`src/rtl/core/ckb_pkg.sv`:
```
// ckb_pkg: payload types, register indexes and draw mode codes for the sprite blitter
// no dependencies

package ckb_pkg;

  localparam int PIXEL_W    = 32;
  localparam int KEY_W      = 24;
  localparam int ORIGIN_W   = 12;
  localparam int SIDE_W     = 11;
  localparam int PERCENT_W  = 7;
  localparam int MODE_W     = 2;
  localparam int COUNT_W    = 10;
  localparam int SCREEN_X_W = 10;
  localparam int SCREEN_Y_W = 9;
  localparam int CFG_IDX_W  = 3;
  localparam int CFG_DATA_W = 24;

  localparam logic [PERCENT_W-1:0] PERCENT_FULL = 7'd100;
  localparam logic [PIXEL_W-1:0]   TINT_BITS    = 32'h00FF_0000;

  localparam logic [MODE_W-1:0] MODE_KEYED_COPY  = 2'd0;
  localparam logic [MODE_W-1:0] MODE_OPAQUE_COPY = 2'd1;
  localparam logic [MODE_W-1:0] MODE_KEYED_TINT  = 2'd2;

  typedef enum logic [CFG_IDX_W-1:0] {
    REG_COLOR_KEY     = 3'd0,
    REG_ORIGIN_X      = 3'd1,
    REG_ORIGIN_Y      = 3'd2,
    REG_SPRITE_WIDTH  = 3'd3,
    REG_SPRITE_HEIGHT = 3'd4,
    REG_DRAW_PERCENT  = 3'd5,
    REG_DRAW_MODE     = 3'd6
  } cfg_index_t;

  typedef struct packed {
    logic [PIXEL_W-1:0] sprite_pixel;
  } pixel_t;

  typedef struct packed {
    logic [SCREEN_X_W-1:0] screen_x;
    logic [SCREEN_Y_W-1:0] screen_y;
    logic [PIXEL_W-1:0]    write_data;
    logic                  write_enable;
    logic                  last_pixel;
  } result_t;

endpackage

```
`src/rtl/core/ckb_stream_if.sv`:
```
// ckb_stream_if: valid/ready stream channel carrying one payload per transfer
// payload type is a parameter, normally a struct from ckb_pkg

interface ckb_stream_if #(
  parameter type data_t = logic
);
  logic  valid;
  logic  ready;
  data_t data;

  modport source (output valid, output data, input ready);
  modport sink   (input valid, input data, output ready);
endinterface

```
`src/rtl/core/ckb_cfg_if.sv`:
```
// ckb_cfg_if: register write channel, index and data under valid/ready
// depends on ckb_pkg for widths

interface ckb_cfg_if;
  logic                            valid;
  logic                            ready;
  logic [ckb_pkg::CFG_IDX_W-1:0]   index;
  logic [ckb_pkg::CFG_DATA_W-1:0]  data;

  modport source (output valid, output index, output data, input ready);
  modport sink   (input valid, input index, input data, output ready);
endinterface

```
`src/rtl/core/color_keyed_sprite_blitter.sv`:
```
// color_keyed_sprite_blitter: color keyed sprite blit with screen clipping
// depends on ckb_pkg, ckb_stream_if, ckb_cfg_if
//
// channel   dir  payload                                               transfer
// cfg       in   index, data                                           valid & ready
// pixels    in   sprite_pixel                                          valid & ready
// writes    out  screen_x, screen_y, write_data, write_enable, last    valid & ready
//
// one pixel per cycle while the skid register is empty; results are registered
// the pixel path is counters and compare logic into the output or skid register
// a skid register behind the output takes one more result when the output stalls
// rst is synchronous; it restores register defaults and clears the counters
// cfg is always ready

module color_keyed_sprite_blitter #(
  parameter int SCREEN_WIDTH    = 640,
  parameter int SCREEN_HEIGHT   = 480,
  parameter int MAX_SPRITE_SIDE = 1024
) (
  input  logic           clk,
  input  logic           rst,
  ckb_cfg_if.sink        cfg,
  ckb_stream_if.sink     pixels,
  ckb_stream_if.source   writes
);

  localparam int CW = ckb_pkg::COUNT_W;
  localparam int SW = ckb_pkg::SIDE_W;
  localparam int PW = ckb_pkg::PERCENT_W;
  localparam int OW = ckb_pkg::ORIGIN_W;

  logic [ckb_pkg::KEY_W-1:0] color_key;
  logic [OW-1:0]             origin_x;
  logic [OW-1:0]             origin_y;
  logic [SW-1:0]             sprite_width;
  logic [SW-1:0]             sprite_height;
  logic [PW-1:0]             draw_percent;
  logic [ckb_pkg::MODE_W-1:0] draw_mode;

  logic [CW-1:0] column_count;
  logic [CW-1:0] row_count;
  logic [CW-1:0] column_count_next;
  logic [CW-1:0] row_count_next;

  ckb_pkg::result_t out_data;
  ckb_pkg::result_t skid_data;
  ckb_pkg::result_t result;
  logic             out_valid;
  logic             skid_valid;

  logic [SW-1:0]       width_eff;
  logic [SW-1:0]       height_eff;
  logic [PW-1:0]       percent_eff;
  logic [SW+PW-1:0]    shown_scaled;
  logic [SW+PW-1:0]    column_scaled;
  logic signed [OW:0]  sx;
  logic signed [OW:0]  sy;
  logic                row_end;
  logic                last;
  logic                visible;
  logic                keyed;
  logic                we;
  logic [ckb_pkg::PIXEL_W-1:0] pix;
  logic [ckb_pkg::PIXEL_W-1:0] data;
  logic                accept;
  logic                pop;

  // config writes
  assign cfg.ready = 1'b1;

  always_ff @(posedge clk) begin
    if (rst) begin
      color_key     <= '0;
      origin_x      <= '0;
      origin_y      <= '0;
      sprite_width  <= SW'(1);
      sprite_height <= SW'(1);
      draw_percent  <= ckb_pkg::PERCENT_FULL;
      draw_mode     <= ckb_pkg::MODE_KEYED_COPY;
    end else if (cfg.valid) begin
      unique case (ckb_pkg::cfg_index_t'(cfg.index))
        ckb_pkg::REG_COLOR_KEY:     color_key     <= cfg.data[ckb_pkg::KEY_W-1:0];
        ckb_pkg::REG_ORIGIN_X:      origin_x      <= cfg.data[OW-1:0];
        ckb_pkg::REG_ORIGIN_Y:      origin_y      <= cfg.data[OW-1:0];
        ckb_pkg::REG_SPRITE_WIDTH:  sprite_width  <= cfg.data[SW-1:0];
        ckb_pkg::REG_SPRITE_HEIGHT: sprite_height <= cfg.data[SW-1:0];
        ckb_pkg::REG_DRAW_PERCENT:  draw_percent  <= cfg.data[PW-1:0];
        ckb_pkg::REG_DRAW_MODE:     draw_mode     <= cfg.data[ckb_pkg::MODE_W-1:0];
        default: ;
      endcase
    end
  end

  // pixel path
  always_comb begin
    pix = pixels.data.sprite_pixel;

    if (sprite_width == '0) begin
      width_eff = SW'(1);
    end else if ({2'b00, sprite_width} > 13'(MAX_SPRITE_SIDE)) begin
      width_eff = SW'(MAX_SPRITE_SIDE);
    end else begin
      width_eff = sprite_width;
    end

    if (sprite_height == '0) begin
      height_eff = SW'(1);
    end else if ({2'b00, sprite_height} > 13'(MAX_SPRITE_SIDE)) begin
      height_eff = SW'(MAX_SPRITE_SIDE);
    end else begin
      height_eff = sprite_height;
    end

    percent_eff = (draw_percent > ckb_pkg::PERCENT_FULL) ? ckb_pkg::PERCENT_FULL
                                                         : draw_percent;

    // column < floor(w * pct / 100)  <=>  (column + 1) * 100 <= w * pct
    shown_scaled  = (SW+PW)'(width_eff) * (SW+PW)'(percent_eff);
    column_scaled = ((SW+PW)'(column_count) + (SW+PW)'(1)) * (SW+PW)'(ckb_pkg::PERCENT_FULL);

    sx = $signed({origin_x[OW-1], origin_x}) + $signed({3'b000, column_count});
    sy = $signed({origin_y[OW-1], origin_y}) + $signed({3'b000, row_count});

    row_end = ({1'b0, column_count} + SW'(1)) >= width_eff;
    last    = row_end && (({1'b0, row_count} + SW'(1)) >= height_eff);

    visible = (column_scaled <= shown_scaled)
           && !sx[OW] && ({1'b0, sx[OW-1:0]} < 13'(SCREEN_WIDTH))
           && !sy[OW] && ({1'b0, sy[OW-1:0]} < 13'(SCREEN_HEIGHT));
    keyed = (draw_mode != ckb_pkg::MODE_OPAQUE_COPY)
         && (pix[ckb_pkg::KEY_W-1:0] == color_key);
    we    = visible && !keyed;
    data  = (draw_mode == ckb_pkg::MODE_KEYED_TINT) ? (pix | ckb_pkg::TINT_BITS) : pix;

    result.screen_x     = we ? sx[ckb_pkg::SCREEN_X_W-1:0] : '0;
    result.screen_y     = we ? sy[ckb_pkg::SCREEN_Y_W-1:0] : '0;
    result.write_data   = we ? data : '0;
    result.write_enable = we;
    result.last_pixel   = last;

    if (last) begin
      column_count_next = '0;
      row_count_next    = '0;
    end else if (row_end) begin
      column_count_next = '0;
      row_count_next    = row_count + CW'(1);
    end else begin
      column_count_next = column_count + CW'(1);
      row_count_next    = row_count;
    end
  end

  // handshake: output register plus skid register
  assign pixels.ready = !skid_valid;
  assign accept       = pixels.valid && !skid_valid;
  assign pop          = out_valid && writes.ready;
  assign writes.valid = out_valid;
  assign writes.data  = out_data;

  always_ff @(posedge clk) begin
    if (rst) begin
      column_count <= '0;
      row_count    <= '0;
      out_valid    <= 1'b0;
      skid_valid   <= 1'b0;
    end else begin
      if (accept) begin
        column_count <= column_count_next;
        row_count    <= row_count_next;
        if (out_valid && !pop) begin
          skid_data  <= result;
          skid_valid <= 1'b1;
        end else begin
          out_data   <= result;
          out_valid  <= 1'b1;
        end
      end else if (pop) begin
        if (skid_valid) begin
          out_data   <= skid_data;
          skid_valid <= 1'b0;
        end else begin
          out_valid  <= 1'b0;
        end
      end
    end
  end

endmodule

```
`src/flat_wrapper.sv`:
```
// flat-port wrapper written by rule: the top's interface ports become plain ports
module color_keyed_sprite_blitter_flat import ckb_pkg::*;
#(
  parameter int SCREEN_WIDTH    = 640,
  parameter int SCREEN_HEIGHT   = 480,
  parameter int MAX_SPRITE_SIDE = 1024
)
  (clk, rst, cfg_valid, cfg_index, cfg_data, cfg_ready, pixels_valid, pixels_data, pixels_ready, writes_valid, writes_data, writes_ready);
  ckb_cfg_if cfg_i ();
  ckb_stream_if #(.data_t(pixel_t)) pixels_i ();
  ckb_stream_if #(.data_t(result_t)) writes_i ();
  input  logic clk;
  input  logic rst;
  input wire logic [$bits(cfg_i.valid)-1:0] cfg_valid;
  input wire logic [$bits(cfg_i.index)-1:0] cfg_index;
  input wire logic [$bits(cfg_i.data)-1:0] cfg_data;
  output wire logic [$bits(cfg_i.ready)-1:0] cfg_ready;
  input wire logic [$bits(pixels_i.valid)-1:0] pixels_valid;
  input wire logic [$bits(pixels_i.data)-1:0] pixels_data;
  output wire logic [$bits(pixels_i.ready)-1:0] pixels_ready;
  output wire logic [$bits(writes_i.valid)-1:0] writes_valid;
  output wire logic [$bits(writes_i.data)-1:0] writes_data;
  input wire logic [$bits(writes_i.ready)-1:0] writes_ready;
  assign cfg_i.valid = cfg_valid;
  assign cfg_i.index = cfg_index;
  assign cfg_i.data = cfg_data;
  assign cfg_ready = cfg_i.ready;
  assign pixels_i.valid = pixels_valid;
  assign pixels_i.data = pixels_data;
  assign pixels_ready = pixels_i.ready;
  assign writes_valid = writes_i.valid;
  assign writes_data = writes_i.data;
  assign writes_i.ready = writes_ready;
  color_keyed_sprite_blitter #(.SCREEN_WIDTH(SCREEN_WIDTH), .SCREEN_HEIGHT(SCREEN_HEIGHT), .MAX_SPRITE_SIDE(MAX_SPRITE_SIDE)) u_core (.clk(clk), .rst(rst), .cfg(cfg_i), .pixels(pixels_i), .writes(writes_i));
endmodule
```
`config.mk`:
```
export PLATFORM = sky130hd
export DESIGN_NAME = color_keyed_sprite_blitter_flat
export DESIGN_NICKNAME = d
export VERILOG_FILES = /design/src/rtl/core/ckb_pkg.sv /design/src/rtl/core/ckb_stream_if.sv /design/src/rtl/core/ckb_cfg_if.sv /design/src/rtl/core/color_keyed_sprite_blitter.sv /design/src/flat_wrapper.sv
export SDC_FILE = /design/constraint.sdc
export NUM_CORES = 1
export LEC_CHECK = 0
export ABC_AREA = 0
export ABC_CLOCK_PERIOD_IN_PS = 9600
export BUFFER_PORTS_ARGS = -buffer_cell sky130_fd_sc_hd__buf_2
export CELL_PAD_IN_SITES_DETAIL_PLACEMENT = 0
export CELL_PAD_IN_SITES_GLOBAL_PLACEMENT = 1
export CORE_ASPECT_RATIO = 1.75
export CORE_MARGIN = 2
export CORE_UTILIZATION = 48
export CTS_BUF_LIST = sky130_fd_sc_hd__clkbuf_4
export CTS_CLUSTER_DIAMETER = 80
export DETAILED_ROUTE_END_ITERATION = 16
export PLACE_DENSITY = 0.81
export SYNTH_ARGS = -nofsm -noshare
export SYNTH_HDL_FRONTEND = slang
export SYNTH_SLANG_ARGS = --single-unit
```
`constraint.sdc`:
```
create_clock -name clk -period 9.6 [get_ports clk]
set_input_delay 1.92 -clock clk [delete_from_list [all_inputs] [get_ports clk]]
set_output_delay 1.92 -clock clk [all_outputs]
set_load 0.02 [all_outputs]
```
==> Word level (Yosys, flattened, before mapping) <==
Cells that the tools add are included.
{ "totals": {"output_inout_bits": 56, "word_cells": 108, "reg_bits": 207, "input_bits": 64} }
{ "op_classes": {"n_lt_le_gt_ge": 8, "n_addsub": 7, "reduce_logical": 33, "mux": 24, "bitwise": 1, "n_mul": 2, "eq_ne": 12} }
{ "op_table": {"columns": ["operator", "n"], "rows": [
  ["53-bit two-way mux", 4],
  ["10-bit two-way mux", 5],
  ["11-bit two-way mux", 4],
  ["10-bit by 1-bit adder with 11-bit output (second input constant)", 3],
  ["32-bit two-way mux", 1],
  ["12-bit by 11-bit adder with 13-bit output", 2],
  ["24-bit equality test", 1],
  ["24-bit two-way mux", 1],
  ["11-bit greater-or-equal comparator", 2],
  ["11-bit greater-than comparator (second input constant)", 2],
  ["11-bit logical NOT", 2],
  ["10-bit by 1-bit adder with 10-bit output (second input constant)", 2],
  ["18-bit less-or-equal comparator", 1],
  ["11-bit by 7-bit multiplier with 18-bit output", 1],
  ["18-bit by 5-bit multiplier with 16-bit output (second input constant)", 1],
  ["2-bit AND reduction", 9],
  ["12-bit by 10-bit less-than comparator with 1-bit output (second input constant)", 1],
  ["12-bit by 9-bit less-than comparator with 1-bit output (second input constant)", 1],
  ["1-bit logical AND", 10],
  ["3-bit equality test (second input constant)", 3],
  ["9-bit two-way mux", 1],
  ["7-bit greater-than comparator (second input constant)", 1],
  ["1-bit two-way mux", 7],
  ["7-bit two-way mux", 1],
  ["11 further kinds", 21]
]} }

==> Logic depth before layout (Yosys ltp) <==
Gate-level depths: netlist (run 1).
{ "logic_depth": {"depth_word": 13, "ltp_mapped": 32, "depth_no_buf": 29} }

==> Worst setup path after synthesis (run 1) <==
OpenSTA, ideal clock, no wires.
{ "synth_path": {"kind": "register to register", "from": "reg u_core.sprite_width[6]", "to": "reg u_core.out_data, in the netlist u_core.writes.data[39], data pin", "path_buffers": 3, "path_stages_with_launch": 32, "arrival_time_ns": 7.444, "setup_time_ns": 0.166, "setup_slack_ns": 1.991, "path_cell_list": "dfxtp_1 nor4_1 and3_1 o21ai_0 inv_1 nand2_1 fa_1 fa_1 inv_1 fa_1 inv_1 fa_1 inv_1 ha_1 o21ai_0 o311ai_0 a31oi_1 nor2b_1 o21a_1 o41ai_1 xnor2_1 ha_1 and3_1 nand4_1 or4b_1 a221oi_2 nand4_1 or4_1 buf_2 buf_6 buf_6 o31ai_2"} }
{ "synth_between": {"elab_chain_cells": 13, "word_cells_on_any_way": 14, "cone_classes": "mul: 1; order compare: 2; mux: 5; reduce/logical: 6"} }
{ "synth_lines": {"columns": ["item", "line_no", "source"], "rows": [
  ["from (decl)", "color_keyed_sprite_blitter.sv:35", "logic [SW-1:0] sprite_width;"],
  ["from (signal assigned)", "color_keyed_sprite_blitter.sv:85", "ckb_pkg::REG_SPRITE_WIDTH: sprite_width <= cfg.data[SW-1:0];"],
  ["11-bit greater-than comparator", "color_keyed_sprite_blitter.sv:100", "end else if ({2'b00, sprite_width} > 13'(MAX_SPRITE_SIDE)) begin"],
  ["11-bit two-way mux", "color_keyed_sprite_blitter.sv:100", null],
  ["11-bit two-way mux *", "color_keyed_sprite_blitter.sv:98", "if (sprite_width == '0) begin"],
  ["11-bit by 7-bit multiplier with 18-bit output *", "color_keyed_sprite_blitter.sv:118", "shown_scaled = (SW+PW)'(width_eff) * (SW+PW)'(percent_eff);"],
  ["18-bit less-or-equal comparator *", "color_keyed_sprite_blitter.sv:127", "visible = (column_scaled <= shown_scaled)"],
  ["1-bit logical AND * (2 in series)", "color_keyed_sprite_blitter.sv:128", "&& !sx[OW] && ({1'b0, sx[OW-1:0]} < 13'(SCREEN_WIDTH))"],
  ["1-bit logical AND * (2 in series)", "color_keyed_sprite_blitter.sv:129", "&& !sy[OW] && ({1'b0, sy[OW-1:0]} < 13'(SCREEN_HEIGHT));"],
  ["1-bit logical AND *", "color_keyed_sprite_blitter.sv:132", "we = visible && !keyed;"],
  ["9-bit two-way mux *", "color_keyed_sprite_blitter.sv:136", "result.screen_y = we ? sy[ckb_pkg::SCREEN_Y_W-1:0] : '0;"],
  ["53-bit two-way mux *", "color_keyed_sprite_blitter.sv:170", "if (out_valid && !pop) begin"],
  ["53-bit two-way mux *", "color_keyed_sprite_blitter.sv:167", "if (accept) begin"],
  ["to (signal assigned)", "color_keyed_sprite_blitter.sv:174", "out_data <= result;"],
  ["to (signal assigned)", "color_keyed_sprite_blitter.sv:179", "out_data <= skid_data;"],
  ["to (decl)", "color_keyed_sprite_blitter.sv:45", "ckb_pkg::result_t out_data;"]
]} }
Mark *: on every way between the ends. The rest lies on a longest branch, timed or not. The select of a mux whose other input is x is not followed.
A chain may end at the register's enable or synchronous reset.

==> Final worst setup path (run 1) <==
{ "layout_path": {"from": "reg u_core.sprite_width[7]", "to": "reg u_core.out_data, in the netlist u_core.writes.data[33], data pin"} }
{ "layout_between": {"elab_chain_cells": 13, "word_cells_on_any_way": 14, "cone_classes": "mul: 1; order compare: 2; mux: 5; reduce/logical: 6"} }
{ "layout_lines": {"columns": ["item", "line_no", "source"], "rows": [
  ["11-bit greater-than comparator", "color_keyed_sprite_blitter.sv:100", null],
  ["11-bit two-way mux", "color_keyed_sprite_blitter.sv:100", null],
  ["11-bit two-way mux *", "color_keyed_sprite_blitter.sv:98", null],
  ["11-bit by 7-bit multiplier with 18-bit output *", "color_keyed_sprite_blitter.sv:118", null],
  ["18-bit less-or-equal comparator *", "color_keyed_sprite_blitter.sv:127", null],
  ["1-bit logical AND * (2 in series)", "color_keyed_sprite_blitter.sv:128", null],
  ["1-bit logical AND * (2 in series)", "color_keyed_sprite_blitter.sv:129", null],
  ["1-bit logical AND *", "color_keyed_sprite_blitter.sv:132", null],
  ["32-bit two-way mux *", "color_keyed_sprite_blitter.sv:137", "result.write_data = we ? data : '0;"],
  ["53-bit two-way mux *", "color_keyed_sprite_blitter.sv:170", null],
  ["53-bit two-way mux *", "color_keyed_sprite_blitter.sv:167", null]
]} }
Marked as above.

==> results_tabular.tex, run 1 <==
\begin{tabular}{lr}
\hline
Metric & Value \\
\hline
\multicolumn{2}{l}{\textbf{Timing}} \\
\quad Final period demand of the worst path & 8.71 ns \\
\quad Worst relative slew slack & 25.3\% \\
\quad Number of hold violations in the final report & 0 \\
\quad Max-slew violation total from the final report & 0 \\
\quad Final TNS setup & 0 ns \\
\quad Maximum frequency from static timing analysis & 115 MHz \\
\quad Unrepaired setup endpoints after global routing & false \\
\quad Final cycle utilization of the critical path & 90.7\% \\
\quad Clock tree skew after final layout & 0.0288 ns \\
\quad Count of final setup violators & 0 \\
\quad Final worst slack & 0.893 ns \\
\quad Slew @ Worst Pin & 1.12 ns \\
\multicolumn{2}{l}{\textbf{Clock network}} \\
\quad Max clock buf depth & 3 \\
\quad Number of buffers added by the clock tree synthesis step & 46 \\
\quad Number of hold buffers added after cts & 0 \\
\quad Number of cells upsized or downsized after cts & 0 \\
\quad H-tree level count & 2 \\
\quad Sinks on the clock net & 207 \\
\quad Clock insertion delay at the later pin of the skew report & 0.65 ns \\
\quad CTS clock-pin slew for the worst setup and hold paths & 0.07 ns \\
\quad Root cell of the clock tree & clkbuf\_4 \\
\quad Buffers inserted by post-CTS timing repair & 0 \\
\quad Clock tree from TritonCTS & yes \\
\multicolumn{2}{l}{\textbf{Drt}} \\
\quad Total met2 wirelength after detailed routing & 19900 µm \\
\quad Post-route antenna net violation count & 0 \\
\quad Total routed wirelength & 37100 µm \\
\quad Number of optimization iterations in the first detailed-route pass & 5 \\
\quad Total routed wire length on the met1 layer & 13000 µm \\
\quad Drc violations & 0 \\
\quad Violation count after the first detailed-route iteration & 476 \\
\quad Post-DR wirelength/cell & 18.1 µm \\
\quad Met3 routed wirelength & 1720 µm \\
\quad Vias & 11.0k \\
\quad Avg Vias per Cell & 5.36 \\
\quad Topmost layer with routed signal wires & met4 \\
\multicolumn{2}{l}{\textbf{Hold path}} \\
\quad Beginning of the worst hold path & u\_core.origin\_x[2]\$\_SDFFE\_PP0P\_ \\
\quad Endpoint, Worst Hold & u\_core.origin\_x[2]\$\_SDFFE\_PP0P\_ \\
\quad Worst Hold Class & reg -> reg \\
\quad Worst hold path cell count & 2 \\
\multicolumn{2}{l}{\textbf{Yosys}} \\
\quad Top post-synthesis cells by count & nand2\_1 (281), nor2\_1 (144), ha\_1 (132), inv\_1 (131), edfxtp\_1 (106) \\
\quad Leading cell type by number of instances after synthesis & nand2\_1 \\
\quad Post-synth EDFFs & 106 \\
\quad Average cell area after synthesis & 9.02 µm² \\
\quad Share of flip-flops with an asynchronous set or reset after synthesis & 0\% \\
\quad Yosys warns & 0 \\
\quad Synthesized instance count & 1521 \\
\quad Flops \& latches, synth & 207 \\
\quad Yosys top cell by area & edfxtp\_1 \\
\quad Cell area after technology mapping & 13700 µm² \\
\quad Sequential area share after synthesis & 37.9\% \\
\quad Number of distinct library cells after synthesis & 65 \\
\quad Total nets after synthesis & 1769 \\
\quad Fraction of post-synthesis cell area in the top cell type by area & 23.2\% \\
\quad Top cells by area, synth & edfxtp\_1 (23\%), dfxtp\_1 (15\%), ha\_1 (12\%), nand2\_1 (7.7\%), fa\_1 (7.6\%) \\
\quad Commonest register cell after synthesis & edfxtp\_1 \\
\multicolumn{2}{l}{\textbf{Die}} \\
\quad Effective utilization at floorplan & 48.9\% \\
\quad Number of placed I/O pins & 120 \\
\quad Row count & 81 \\
\quad Floorplan die height & 228 µm \\
\quad Die Span X & 132 µm \\
\quad Core Area & 28100 µm² \\
\quad Die outline area & 30000 µm² \\
\multicolumn{2}{l}{\textbf{Flow run}} \\
\quad Number of max-capacitance violations reported & 0 \\
\multicolumn{2}{l}{\textbf{Power and ir drop}} \\
\quad IR Drop Worst-Case VDD & 0.121 mV \\
\quad Static Leak & 6.78 nW \\
\quad Power density normalized to cell area & 133 nW/µm² \\
\multicolumn{2}{l}{\textbf{Critical path}} \\
\quad Critical setup path kind & reg -> reg \\
\quad Largest stage delay on the critical path & 1.00 ns \\
\quad Critical path endpoint category & register \\
\quad Data arrival time of the critical path & 9.15 ns \\
\quad Maximum net fanout on the critical path & 102 \\
\quad Register-to-register setup slack & 0.89 ns \\
\quad Reg-to-reg critical path startpoint & u\_core.sprite\_width[7]\$\_SDFFE\_PP0P\_ \\
\quad Required time worst endpoint & 10.05 ns \\
\quad Library cell contributing the largest single delay on the critical path & or4\_4 \\
\quad Critical Path Start Type & register \\
\quad FF-to-FF End & u\_core.writes.data[33]\$\_DFFE\_PP\_ \\
\quad R2R cell count & 28 \\
\multicolumn{2}{l}{\textbf{Place}} \\
\quad Final GP Congestion & 0.899 \\
\quad Setup Slack @ Placement & 0.903 ns \\
\quad Count of input and output buffers & 118 \\
\quad Cell Count Post-Placement & 1963 \\
\quad Placed wire-length estimate & 28700 µm \\
\multicolumn{2}{l}{\textbf{Layout}} \\
\quad Filler cell count & 2727 \\
\quad Non-filler cells in the finished layout & 2050 \\
\quad Share of final-layout standard cells stronger than drive strength 1 & 13.4\% \\
\quad Layout overhead on the synthesized area & 11.2\% \\
\quad Final net count & 1886 \\
\multicolumn{2}{l}{\textbf{GRT}} \\
\quad Initial antenna violation count & 1 \\
\quad First-pass GRT wire length & 58200 µm \\
\quad Largest net degree at the start of global routing & 103 \\
\quad Aggregate global-route resource usage & 24.9\% \\
\quad Leftover overflow at the end of global routing & 0 \\
\quad Number of global-route vias before repair & 11.2k \\
\multicolumn{2}{l}{\textbf{Run status}} \\
\quad Outcome & completed \\
\hline
\end{tabular}
worst max-delay path by stage:
stage	start	slack, ns	to	cells past startpoint
after floorplan	u_core.sprite_width[6]$_SDFFE_PP0P_	1.99	u_core.writes.data[39]$_DFFE_PP_	31
after global placement	u_core.sprite_width[6]$_SDFFE_PP0P_	1.12	u_core.writes.data[32]$_DFFE_PP_	28
after detailed placement	u_core.sprite_width[6]$_SDFFE_PP0P_	0.90	u_core.writes.data[28]$_DFFE_PP_	28
after CTS	u_core.sprite_width[7]$_SDFFE_PP0P_	0.85	u_core.writes.data[33]$_DFFE_PP_	28
after global routing	u_core.sprite_width[7]$_SDFFE_PP0P_	0.34	u_core.writes.data[31]$_DFFE_PP_	28
final	u_core.sprite_width[7]$_SDFFE_PP0P_	0.89	u_core.writes.data[33]$_DFFE_PP_	28
cell type report:
cell class | count | area [µm²] | area share (%)
Tap cell | 373 | 467 | 3.06
Timing Repair Buffer | 128 | 666 | 4.36
Clock buffer | 78 | 586 | 3.84
Inverter | 132 | 495 | 3.25
Sequential cell | 207 | 5200 | 34.1
Clock inverter | 8 | 30.0 | 0.197
Multi-Input combinational cell | 1123 | 7800 | 51.1
Antenna cell | 1 | 2.50 | 0.0164
worst max-delay path: cells and delay by family, from the launching register on:
| kind | cells | cell delay [ns] |
|---|---|---|
| DFF | 1 | 0.34 |
| AOI/OAI and AO/OA | 8 | 2.09 |
| xor gates and xnor gates | 1 | 0.15 |
| and+or+nand+nor | 9 | 2.78 |
| adders and majority gates | 6 | 2.78 |
| buffers and inverters | 4 | 0.33 |
per-stage QoR:
step | cell area [µm²] | util [%] | hold WS [ns] | power, mW
after floorplan | 13700 | - | 0.440 | 1.24
after global placement | 14600 | 52.1 | 0.446 | 1.33
after detailed placement | 14600 | 52.1 | 0.452 | 1.34
after CTS | 15200 | 54.3 | 0.461 | 2.06
after global routing | 15300 | 54.3 | 0.486 | 2.13
final | 15300 | 54.3 | 0.459 | 2.03
metal layers:
layer	GRT usage, %	up-vias
li1	-	5453
met1	24.2	5156
met2	47.7	275
met3	4.52	109
met4	16.7	0
met5	0	-
state kept, by name (all words and copies together), names as in the netlist:
| name | flops |
|---|---|
| u_core.origin_x | 12 |
| u_core.column_count | 10 |
| u_core.writes.valid | 1 |
| u_core.row_count | 10 |
| u_core.sprite_height | 11 |
| u_core.origin_y | 12 |
| u_core.skid_data | 53 |
| u_core.writes.data | 53 |
| u_core.draw_percent | 7 |
| u_core.skid_valid | 1 |
| u_core.sprite_width | 11 |
| u_core.draw_mode | 2 |
| u_core.color_key | 24 |
placed cells by master (no fill, tap or decap), types with 3 or more instances in the layout:
master    netlist  layout
a22o_1          8       8
a211o_1         3       3
inv_1         131     131
buf_2           6     118
or3_1           3       3
o31ai_1        49      49
buf_4           1      10
xnor2_1        47      47
o21a_1          9       9
clkbuf_4        0      78
nor2b_1        22      22
nand2b_1        9       9
nor4_1          8       8
nand4_1         8       8
and3_1         19      18
a21oi_1       104     104
nand3_1        34      34
nor3_1         17      16
clkinv_1        1       9
xor2_1         35      35
nand2_1       281     280
a21boi_0        4       4
edfxtp_1      106     106
fa_1           52      52
dfxtp_1       101     101
and2_1         14      14
a211oi_1        7       6
a21o_1         17      17
a31oi_1        12      12
o31ai_2         7       7
ha_1          132     132
o21ai_0        30      30
o21bai_1        5       5
o211ai_1        7       7
nor2_1        144     144
report_power, final:
group | internal, mW | switching (mW) | leakage (nW)
combinational | 0.103 | 0.226 | 4.63
sequential | 0.972 | 0.0155 | 1.78
clock | 0.365 | 0.346 | 0.371
total | 1.44 | 0.588 | 6.78
cells by family after synthesis:
| kind of cell | Yosys count | synth area share (%) |
|---|---|---|
| buffers and inverters | 191 | 5.42 |
| muxes | 2 | 0.146 |
| AOI/OAI and AO/OA | 282 | 13.5 |
| adders and majority gates | 184 | 19.6 |
| and+or+nand+nor | 572 | 18.1 |
| DFF | 207 | 37.9 |
| xor gates and xnor gates | 82 | 5.23 |
| other | 1 | 0.0273 |
Power figures use the tool's default switching activity.
==> inputs of run 2 (changes only) <==
- ABC_CLOCK_PERIOD_IN_PS: 9600 -> 10100
- CORE_UTILIZATION: 48 -> 52
- PLACE_DENSITY: 0.81 -> 0.87
- clock period: 9.6 -> 10.1 ns (I/O delays scaled with it)
==> results_tabular.tex, run 2 (synthesized netlist as in run 1, its figures left out) <==
\begin{tabular}{lr}
\hline
Metric & Value \\
\hline
\multicolumn{2}{l}{\textbf{Die}} \\
\quad Number of placed I/O pins & 120 \\
\quad Effective utilization at floorplan & 52.8\% \\
\quad Die Span X & 127 µm \\
\quad Die outline area & 27800 µm² \\
\quad Core Area & 26000 µm² \\
\quad Floorplan die height & 219 µm \\
\quad Row count & 78 \\
\multicolumn{2}{l}{\textbf{Layout}} \\
\quad Final net count & 1884 \\
\quad Share of final-layout standard cells stronger than drive strength 1 & 12.9\% \\
\quad Commonest non-fill, non-tap cell in the layout & nand2\_1 \\
\quad Layout overhead on the synthesized area & 10.5\% \\
\quad Filler cell count & 2406 \\
\quad Top library cells by usage in the layout, fill and taps aside & nand2\_1 (280), nor2\_1 (144), ha\_1 (132), inv\_1 (131), buf\_2 (118) \\
\multicolumn{2}{l}{\textbf{Clock network}} \\
\quad Sinks on the clock net & 207 \\
\quad Max clock buf depth & 3 \\
\quad CTS clock-pin slew for the worst setup and hold paths & 0.08 ns \\
\quad Number of buffers added by the clock tree synthesis step & 44 \\
\quad Clock insertion delay at the later pin of the skew report & 0.67 ns \\
\quad H-tree level count & 2 \\
\quad Clock tree from TritonCTS & yes \\
\quad Number of hold buffers added after cts & 0 \\
\quad Buffers inserted by post-CTS timing repair & 0 \\
\quad Number of cells upsized or downsized after cts & 0 \\
\quad Root cell of the clock tree & clkbuf\_4 \\
\multicolumn{2}{l}{\textbf{Run status}} \\
\quad Outcome & completed \\
\multicolumn{2}{l}{\textbf{Power and ir drop}} \\
\quad Net Sw Power & 0.562 mW \\
\quad Total power after layout & 1.92 mW \\
\quad Power share of the clock group & 35.0\% \\
\quad IR Drop Worst-Case VDD & 0.121 mV \\
\quad Switching power as a share of total power & 29.3\% \\
\quad Internal portion of total power & 1.36 mW \\
\quad Portion of total power attributed to sequential cells & 48.8\% \\
\quad Power density normalized to cell area & 127 nW/µm² \\
\quad Combinational cell fraction of total power & 16.2\% \\
\quad Static Leak & 6.76 nW \\
\multicolumn{2}{l}{\textbf{Timing}} \\
\quad Clock tree skew after final layout & 0.0525 ns \\
\quad Slew @ Worst Pin & 1.13 ns \\
\quad Worst relative slew slack & 24.6\% \\
\quad Final TNS setup & 0 ns \\
\quad Number of hold violations in the final report & 0 \\
\quad Max-slew violation total from the final report & 0 \\
\quad Final period demand of the worst path & 8.89 ns \\
\quad Final worst slack & 1.21 ns \\
\quad Maximum frequency from static timing analysis & 113 MHz \\
\quad Final cycle utilization of the critical path & 88.0\% \\
\quad Unrepaired setup endpoints after global routing & false \\
\quad Count of final setup violators & 0 \\
\quad Hold WS & 0.461 ns \\
\multicolumn{2}{l}{\textbf{Hold path}} \\
\quad Beginning of the worst hold path & u\_core.origin\_x[2]\$\_SDFFE\_PP0P\_ \\
\quad Worst Hold Class & reg -> reg \\
\multicolumn{2}{l}{\textbf{Critical path}} \\
\quad Library cell contributing the largest single delay on the critical path & or4\_4 \\
\quad Data arrival time of the critical path & 9.31 ns \\
\quad Reg-to-reg critical path startpoint & u\_core.sprite\_width[6]\$\_SDFFE\_PP0P\_ \\
\quad Maximum net fanout on the critical path & 64 \\
\quad Source of the critical timing path & u\_core.sprite\_width[6]\$\_SDFFE\_PP0P\_ \\
\quad Required time worst endpoint & 10.53 ns \\
\quad Critical setup path kind & reg -> reg \\
\quad Critical path endpoint category & register \\
\quad Critical Path Start Type & register \\
\quad Largest stage delay on the critical path & 0.88 ns \\
\quad CP bufs+invs & 5 \\
\quad Crit path max-delay family & adder cells \\
\multicolumn{2}{l}{\textbf{Drt}} \\
\quad Topmost layer with routed signal wires & met4 \\
\quad Total routed wire length on the met1 layer & 12900 µm \\
\quad Total routed wirelength & 36200 µm \\
\quad Vias & 11.1k \\
\quad Post-DR wirelength/cell & 18.2 µm \\
\quad Drc violations & 0 \\
\quad Met3 routed wirelength & 1680 µm \\
\quad Post-route antenna net violation count & 0 \\
\quad Total met2 wirelength after detailed routing & 19400 µm \\
\quad Avg Vias per Cell & 5.55 \\
\quad Number of optimization iterations in the first detailed-route pass & 5 \\
\quad Violation count after the first detailed-route iteration & 540 \\
\multicolumn{2}{l}{\textbf{GRT}} \\
\quad Number of global-route vias before repair & 11.4k \\
\quad Aggregate global-route resource usage & 26.5\% \\
\quad Initial antenna violation count & 1 \\
\quad Largest net degree at the start of global routing & 86 \\
\quad First-pass GRT wire length & 57700 µm \\
\quad Leftover overflow at the end of global routing & 0 \\
\multicolumn{2}{l}{\textbf{Flow run}} \\
\quad Number of max-capacitance violations reported & 0 \\
\multicolumn{2}{l}{\textbf{Place}} \\
\quad Final GP Congestion & 0.907 \\
\quad Setup Slack @ Placement & 1.30 ns \\
\quad Placed wire-length estimate & 27800 µm \\
\quad Count of input and output buffers & 118 \\
\hline
\end{tabular}
-- run 2: changes by cell type in the layout (fill, tap and decap cells not counted), sizes merged --
cell / before / now
bufinv: 0 / 2
inv: 131 / 132
clkinv: 9 / 17
clkbuf: 78 / 62
-- run 2: area by class of cell --
cell class	count	area (µm²)	share of cell area [%]
multi-input cells	1123	7800	51.4
flip-flops and latches	207	5200	34.3
repair buffers	128	666	4.39
inverters	132	495	3.27
clock buffers	62	465	3.07
well taps	320	400	2.64
clock inverters	19	129	0.850
diodes	1	2.50	0.0165
-- run 2: through the flow --
| step | utilization (%) | std cells | instance area, µm² |
|---|---|---|---|
| after floorplan | - | 1521 | 13700 |
| after global placement | 56.1 | 1910 | 14600 |
| after detailed placement | 56.1 | 1910 | 14600 |
| after CTS | 58.4 | 1991 | 15200 |
| after global routing | 58.4 | 1992 | 15200 |
| final | 58.4 | 1992 | 15200 |
-- run 2: routing by layer --
metal	vias up	GRT usage (%)
met5	-	0
met4	0	15.7
met3	112	4.68
met2	308	51.2
met1	5183	26.1
li1	5462	-
-- run 2: power by group through the flow --
stage | combinational, mW | clock (mW) | sequential [mW]
2_1_floorplan | 0.206 | 0 | 0.972
3_3_place_gp | 0.308 | 0 | 0.956
3_5_place_dp | 0.313 | 0 | 0.957
4_1_cts | 0.314 | 0.687 | 0.938
5_1_grt | 0.347 | 0.723 | 0.941
6_report | 0.312 | 0.672 | 0.938
-- run 2: path summary, 6_finish.rpt --
path	endpoint	slack (ns)	cells past startpoint
worst min-delay path	u_core.origin_x[2]$_SDFFE_PP0P_	0.46	2
worst max register to register	u_core.writes.data[37]$_DFFE_PP_	1.21	29
worst min register to register	u_core.origin_x[2]$_SDFFE_PP0P_	0.46	2
worst max-delay path	u_core.writes.data[37]$_DFFE_PP_	1.21	29
-- run 2: worst register-to-register path: cells and delay by family, from the launching register on --
kind / cells / cell delay, ns
buffers and inverters: 5 / 0.75
adder cells (fa/ha/maj): 6 / 2.70
flip-flops: 1 / 0.33
XOR/XNOR: 1 / 0.15
AO/OA/AOI/OAI: 8 / 2.10
AND/OR/NAND/NOR: 9 / 2.67
==> inputs of run 3 (changes only) <==
- RECOVER_POWER: unset -> 25
==> results_tabular.tex, run 3 (synthesized netlist as in run 1, its figures left out) <==
\begin{tabular}{lr}
\hline
Metric & Value \\
\hline
\multicolumn{2}{l}{\textbf{Power and ir drop}} \\
\quad Power share of the clock group & 35.0\% \\
\quad Net Sw Power & 0.563 mW \\
\quad Combinational cell fraction of total power & 16.2\% \\
\quad Power density normalized to cell area & 127 nW/µm² \\
\quad Switching power as a share of total power & 29.3\% \\
\quad Portion of total power attributed to sequential cells & 48.8\% \\
\quad Static Leak & 6.72 nW \\
\quad Internal portion of total power & 1.36 mW \\
\quad IR Drop Worst-Case VDD & 0.121 mV \\
\multicolumn{2}{l}{\textbf{Layout}} \\
\quad Multi-input gate area & 7800 µm² \\
\quad Filler cell count & 2411 \\
\quad Sequential standard cell area & 5200 µm² \\
\quad Finished Cell Area & 15100 µm² \\
\quad Layout overhead on the synthesized area & 10.4\% \\
\quad Final net count & 1884 \\
\quad Commonest non-fill, non-tap cell in the layout & nand2\_1 \\
\quad Share of final-layout standard cells stronger than drive strength 1 & 12.1\% \\
\quad Non-filler cells in the finished layout & 1992 \\
\quad Top library cells by usage in the layout, fill and taps aside & nand2\_1 (280), nor2\_1 (144), ha\_1 (132), inv\_1 (131) \\
\multicolumn{2}{l}{\textbf{Timing}} \\
\quad Max-slew violation total from the final report & 86 \\
\quad Count of final setup violators & 0 \\
\quad Final worst slack & 1.18 ns \\
\quad Unrepaired setup endpoints after global routing & false \\
\quad Final cycle utilization of the critical path & 88.4\% \\
\quad Number of hold violations in the final report & 0 \\
\quad Clock tree skew after final layout & 0.0514 ns \\
\quad Hold WS & 0.461 ns \\
\quad Worst relative slew slack & -175\% \\
\quad Final period demand of the worst path & 8.92 ns \\
\quad Maximum frequency from static timing analysis & 112 MHz \\
\quad Final TNS setup & 0 ns \\
\quad Slew @ Worst Pin & 4.12 ns \\
\multicolumn{2}{l}{\textbf{Critical path}} \\
\quad Critical path endpoint category & register \\
\quad Critical setup path kind & reg -> reg \\
\quad Library cell contributing the largest single delay on the critical path & or4\_4 \\
\quad Required time worst endpoint & 10.53 ns \\
\quad Data arrival time of the critical path & 9.35 ns \\
\quad Reg-to-reg critical path startpoint & u\_core.sprite\_width[6]\$\_SDFFE\_PP0P\_ \\
\quad Register-to-register setup slack & 1.18 ns \\
\quad Critical Path Start Type & register \\
\quad R2R cell count & 29 \\
\quad Largest stage delay on the critical path & 0.88 ns \\
\quad Maximum net fanout on the critical path & 64 \\
\quad FF-to-FF End & u\_core.writes.data[37]\$\_DFFE\_PP\_ \\
\multicolumn{2}{l}{\textbf{Hold path}} \\
\quad Beginning of the worst hold path & u\_core.origin\_x[2]\$\_SDFFE\_PP0P\_ \\
\quad Endpoint, Worst Hold & u\_core.origin\_x[2]\$\_SDFFE\_PP0P\_ \\
\quad Worst hold path cell count & 2 \\
\quad Worst Hold Class & reg -> reg \\
\multicolumn{2}{l}{\textbf{Clock network}} \\
\quad Number of buffers added by the clock tree synthesis step & 44 \\
\quad Number of cells upsized or downsized after cts & 0 \\
\quad Sinks on the clock net & 207 \\
\quad Root cell of the clock tree & clkbuf\_4 \\
\quad Max clock buf depth & 3 \\
\quad CTS clock-pin slew for the worst setup and hold paths & 0.08 ns \\
\quad H-tree level count & 2 \\
\quad Buffers inserted by post-CTS timing repair & 0 \\
\quad Number of hold buffers added after cts & 0 \\
\quad Clock insertion delay at the later pin of the skew report & 0.66 ns \\
\quad Clock tree from TritonCTS & yes \\
\multicolumn{2}{l}{\textbf{Place}} \\
\quad Cell Count Post-Placement & 1910 \\
\quad Count of input and output buffers & 118 \\
\quad Placed wire-length estimate & 27800 µm \\
\quad Setup Slack @ Placement & 1.30 ns \\
\quad Final GP Congestion & 0.907 \\
\quad Placed inst area & 14600 µm² \\
\multicolumn{2}{l}{\textbf{Drt}} \\
\quad Post-DR wirelength/cell & 18.2 µm \\
\quad Violation count after the first detailed-route iteration & 542 \\
\quad Drc violations & 0 \\
\quad Post-route antenna net violation count & 0 \\
\quad Vias & 11.1k \\
\quad Number of optimization iterations in the first detailed-route pass & 5 \\
\quad Total routed wirelength & 36200 µm \\
\quad Avg Vias per Cell & 5.55 \\
\multicolumn{2}{l}{\textbf{Die}} \\
\quad Number of placed I/O pins & 120 \\
\quad Die Span X & 127 µm \\
\quad Row count & 78 \\
\quad Core Area & 26000 µm² \\
\quad Die outline area & 27800 µm² \\
\quad Floorplan die height & 219 µm \\
\quad Effective utilization at floorplan & 52.8\% \\
\multicolumn{2}{l}{\textbf{GRT}} \\
\quad Aggregate global-route resource usage & 26.5\% \\
\quad Largest net degree at the start of global routing & 86 \\
\quad Initial antenna violation count & 1 \\
\quad Number of global-route vias before repair & 11.4k \\
\quad First-pass GRT wire length & 57700 µm \\
\quad Leftover overflow at the end of global routing & 0 \\
\multicolumn{2}{l}{\textbf{Run status}} \\
\quad Outcome & complete, but fails checks \\
\quad Failing checks & capacitance limit, slew limit \\
\multicolumn{2}{l}{\textbf{Flow run}} \\
\quad Number of max-capacitance violations reported & 1 \\
\hline
\end{tabular}
## run 3: cell types whose count changed in the layout (fill, tap and decap cells not counted), sizes merged
cell	previous run	this run
buf	128	115
clkbuf	62	75
## run 3: critical path: cells and delay by family (launching register included)
kind	cells	cell delay [ns]
fa+ha+maj	6	2.70
simple gates	9	2.67
flops	1	0.33
compound gates	8	2.11
buf+inv	5	0.73
xor+xnor	1	0.15
## run 3: how the worst max path moves through the flow
stage | end | startpoint | slack, ns
floorplan | u_core.writes.data[39]$_DFFE_PP_ | u_core.sprite_width[6]$_SDFFE_PP0P_ | 2.49
global placement | u_core.writes.data[37]$_DFFE_PP_ | u_core.sprite_width[6]$_SDFFE_PP0P_ | 1.50
detailed placement | u_core.writes.data[37]$_DFFE_PP_ | u_core.sprite_width[6]$_SDFFE_PP0P_ | 1.30
CTS | u_core.writes.data[37]$_DFFE_PP_ | u_core.sprite_width[6]$_SDFFE_PP0P_ | 1.18
global route | u_core.writes.data[37]$_DFFE_PP_ | u_core.sprite_width[7]$_SDFFE_PP0P_ | 0.66
finish | u_core.writes.data[37]$_DFFE_PP_ | u_core.sprite_width[6]$_SDFFE_PP0P_ | 1.18
## run 3: final cells by class
cell class	count	share of cell area, %
multi-input cells	1123	51.5
diodes	1	0.0165
repair buffers	128	4.27
well taps	320	2.64
flip-flops and latches	207	34.4
inverters	132	3.27
clock buffers	62	3.07
clock inverters	19	0.851
## run 3: layer usage
metal / track usage (%) / share of wire [%]
met2: 51.2 / 54
met4: 15.7 / 6.1
met5: 0 / 0
met1: 26.1 / 36
met3: 4.68 / 4.6
## run 3: power by group through the flow
| stage | clock, mW | sequential [mW] | combinational, mW |
|---|---|---|---|
| after floorplan | 0 | 0.972 | 0.206 |
| after global placement | 0 | 0.956 | 0.308 |
| after detailed placement | 0 | 0.957 | 0.313 |
| after CTS | 0.687 | 0.938 | 0.314 |
| after global routing | 0.723 | 0.941 | 0.346 |
| final | 0.672 | 0.938 | 0.312 |
## run 3: through the flow
| step | utilization [%] | power, mW |
|---|---|---|
| 3_5_place_dp | 56.1 | 1.27 |
| 4_1_cts | 58.4 | 1.94 |
| 3_3_place_gp | 56.1 | 1.26 |
| 6_report | 58.3 | 1.92 |
| 2_1_floorplan | - | 1.18 |
| 5_1_grt | 58.3 | 2.01 |
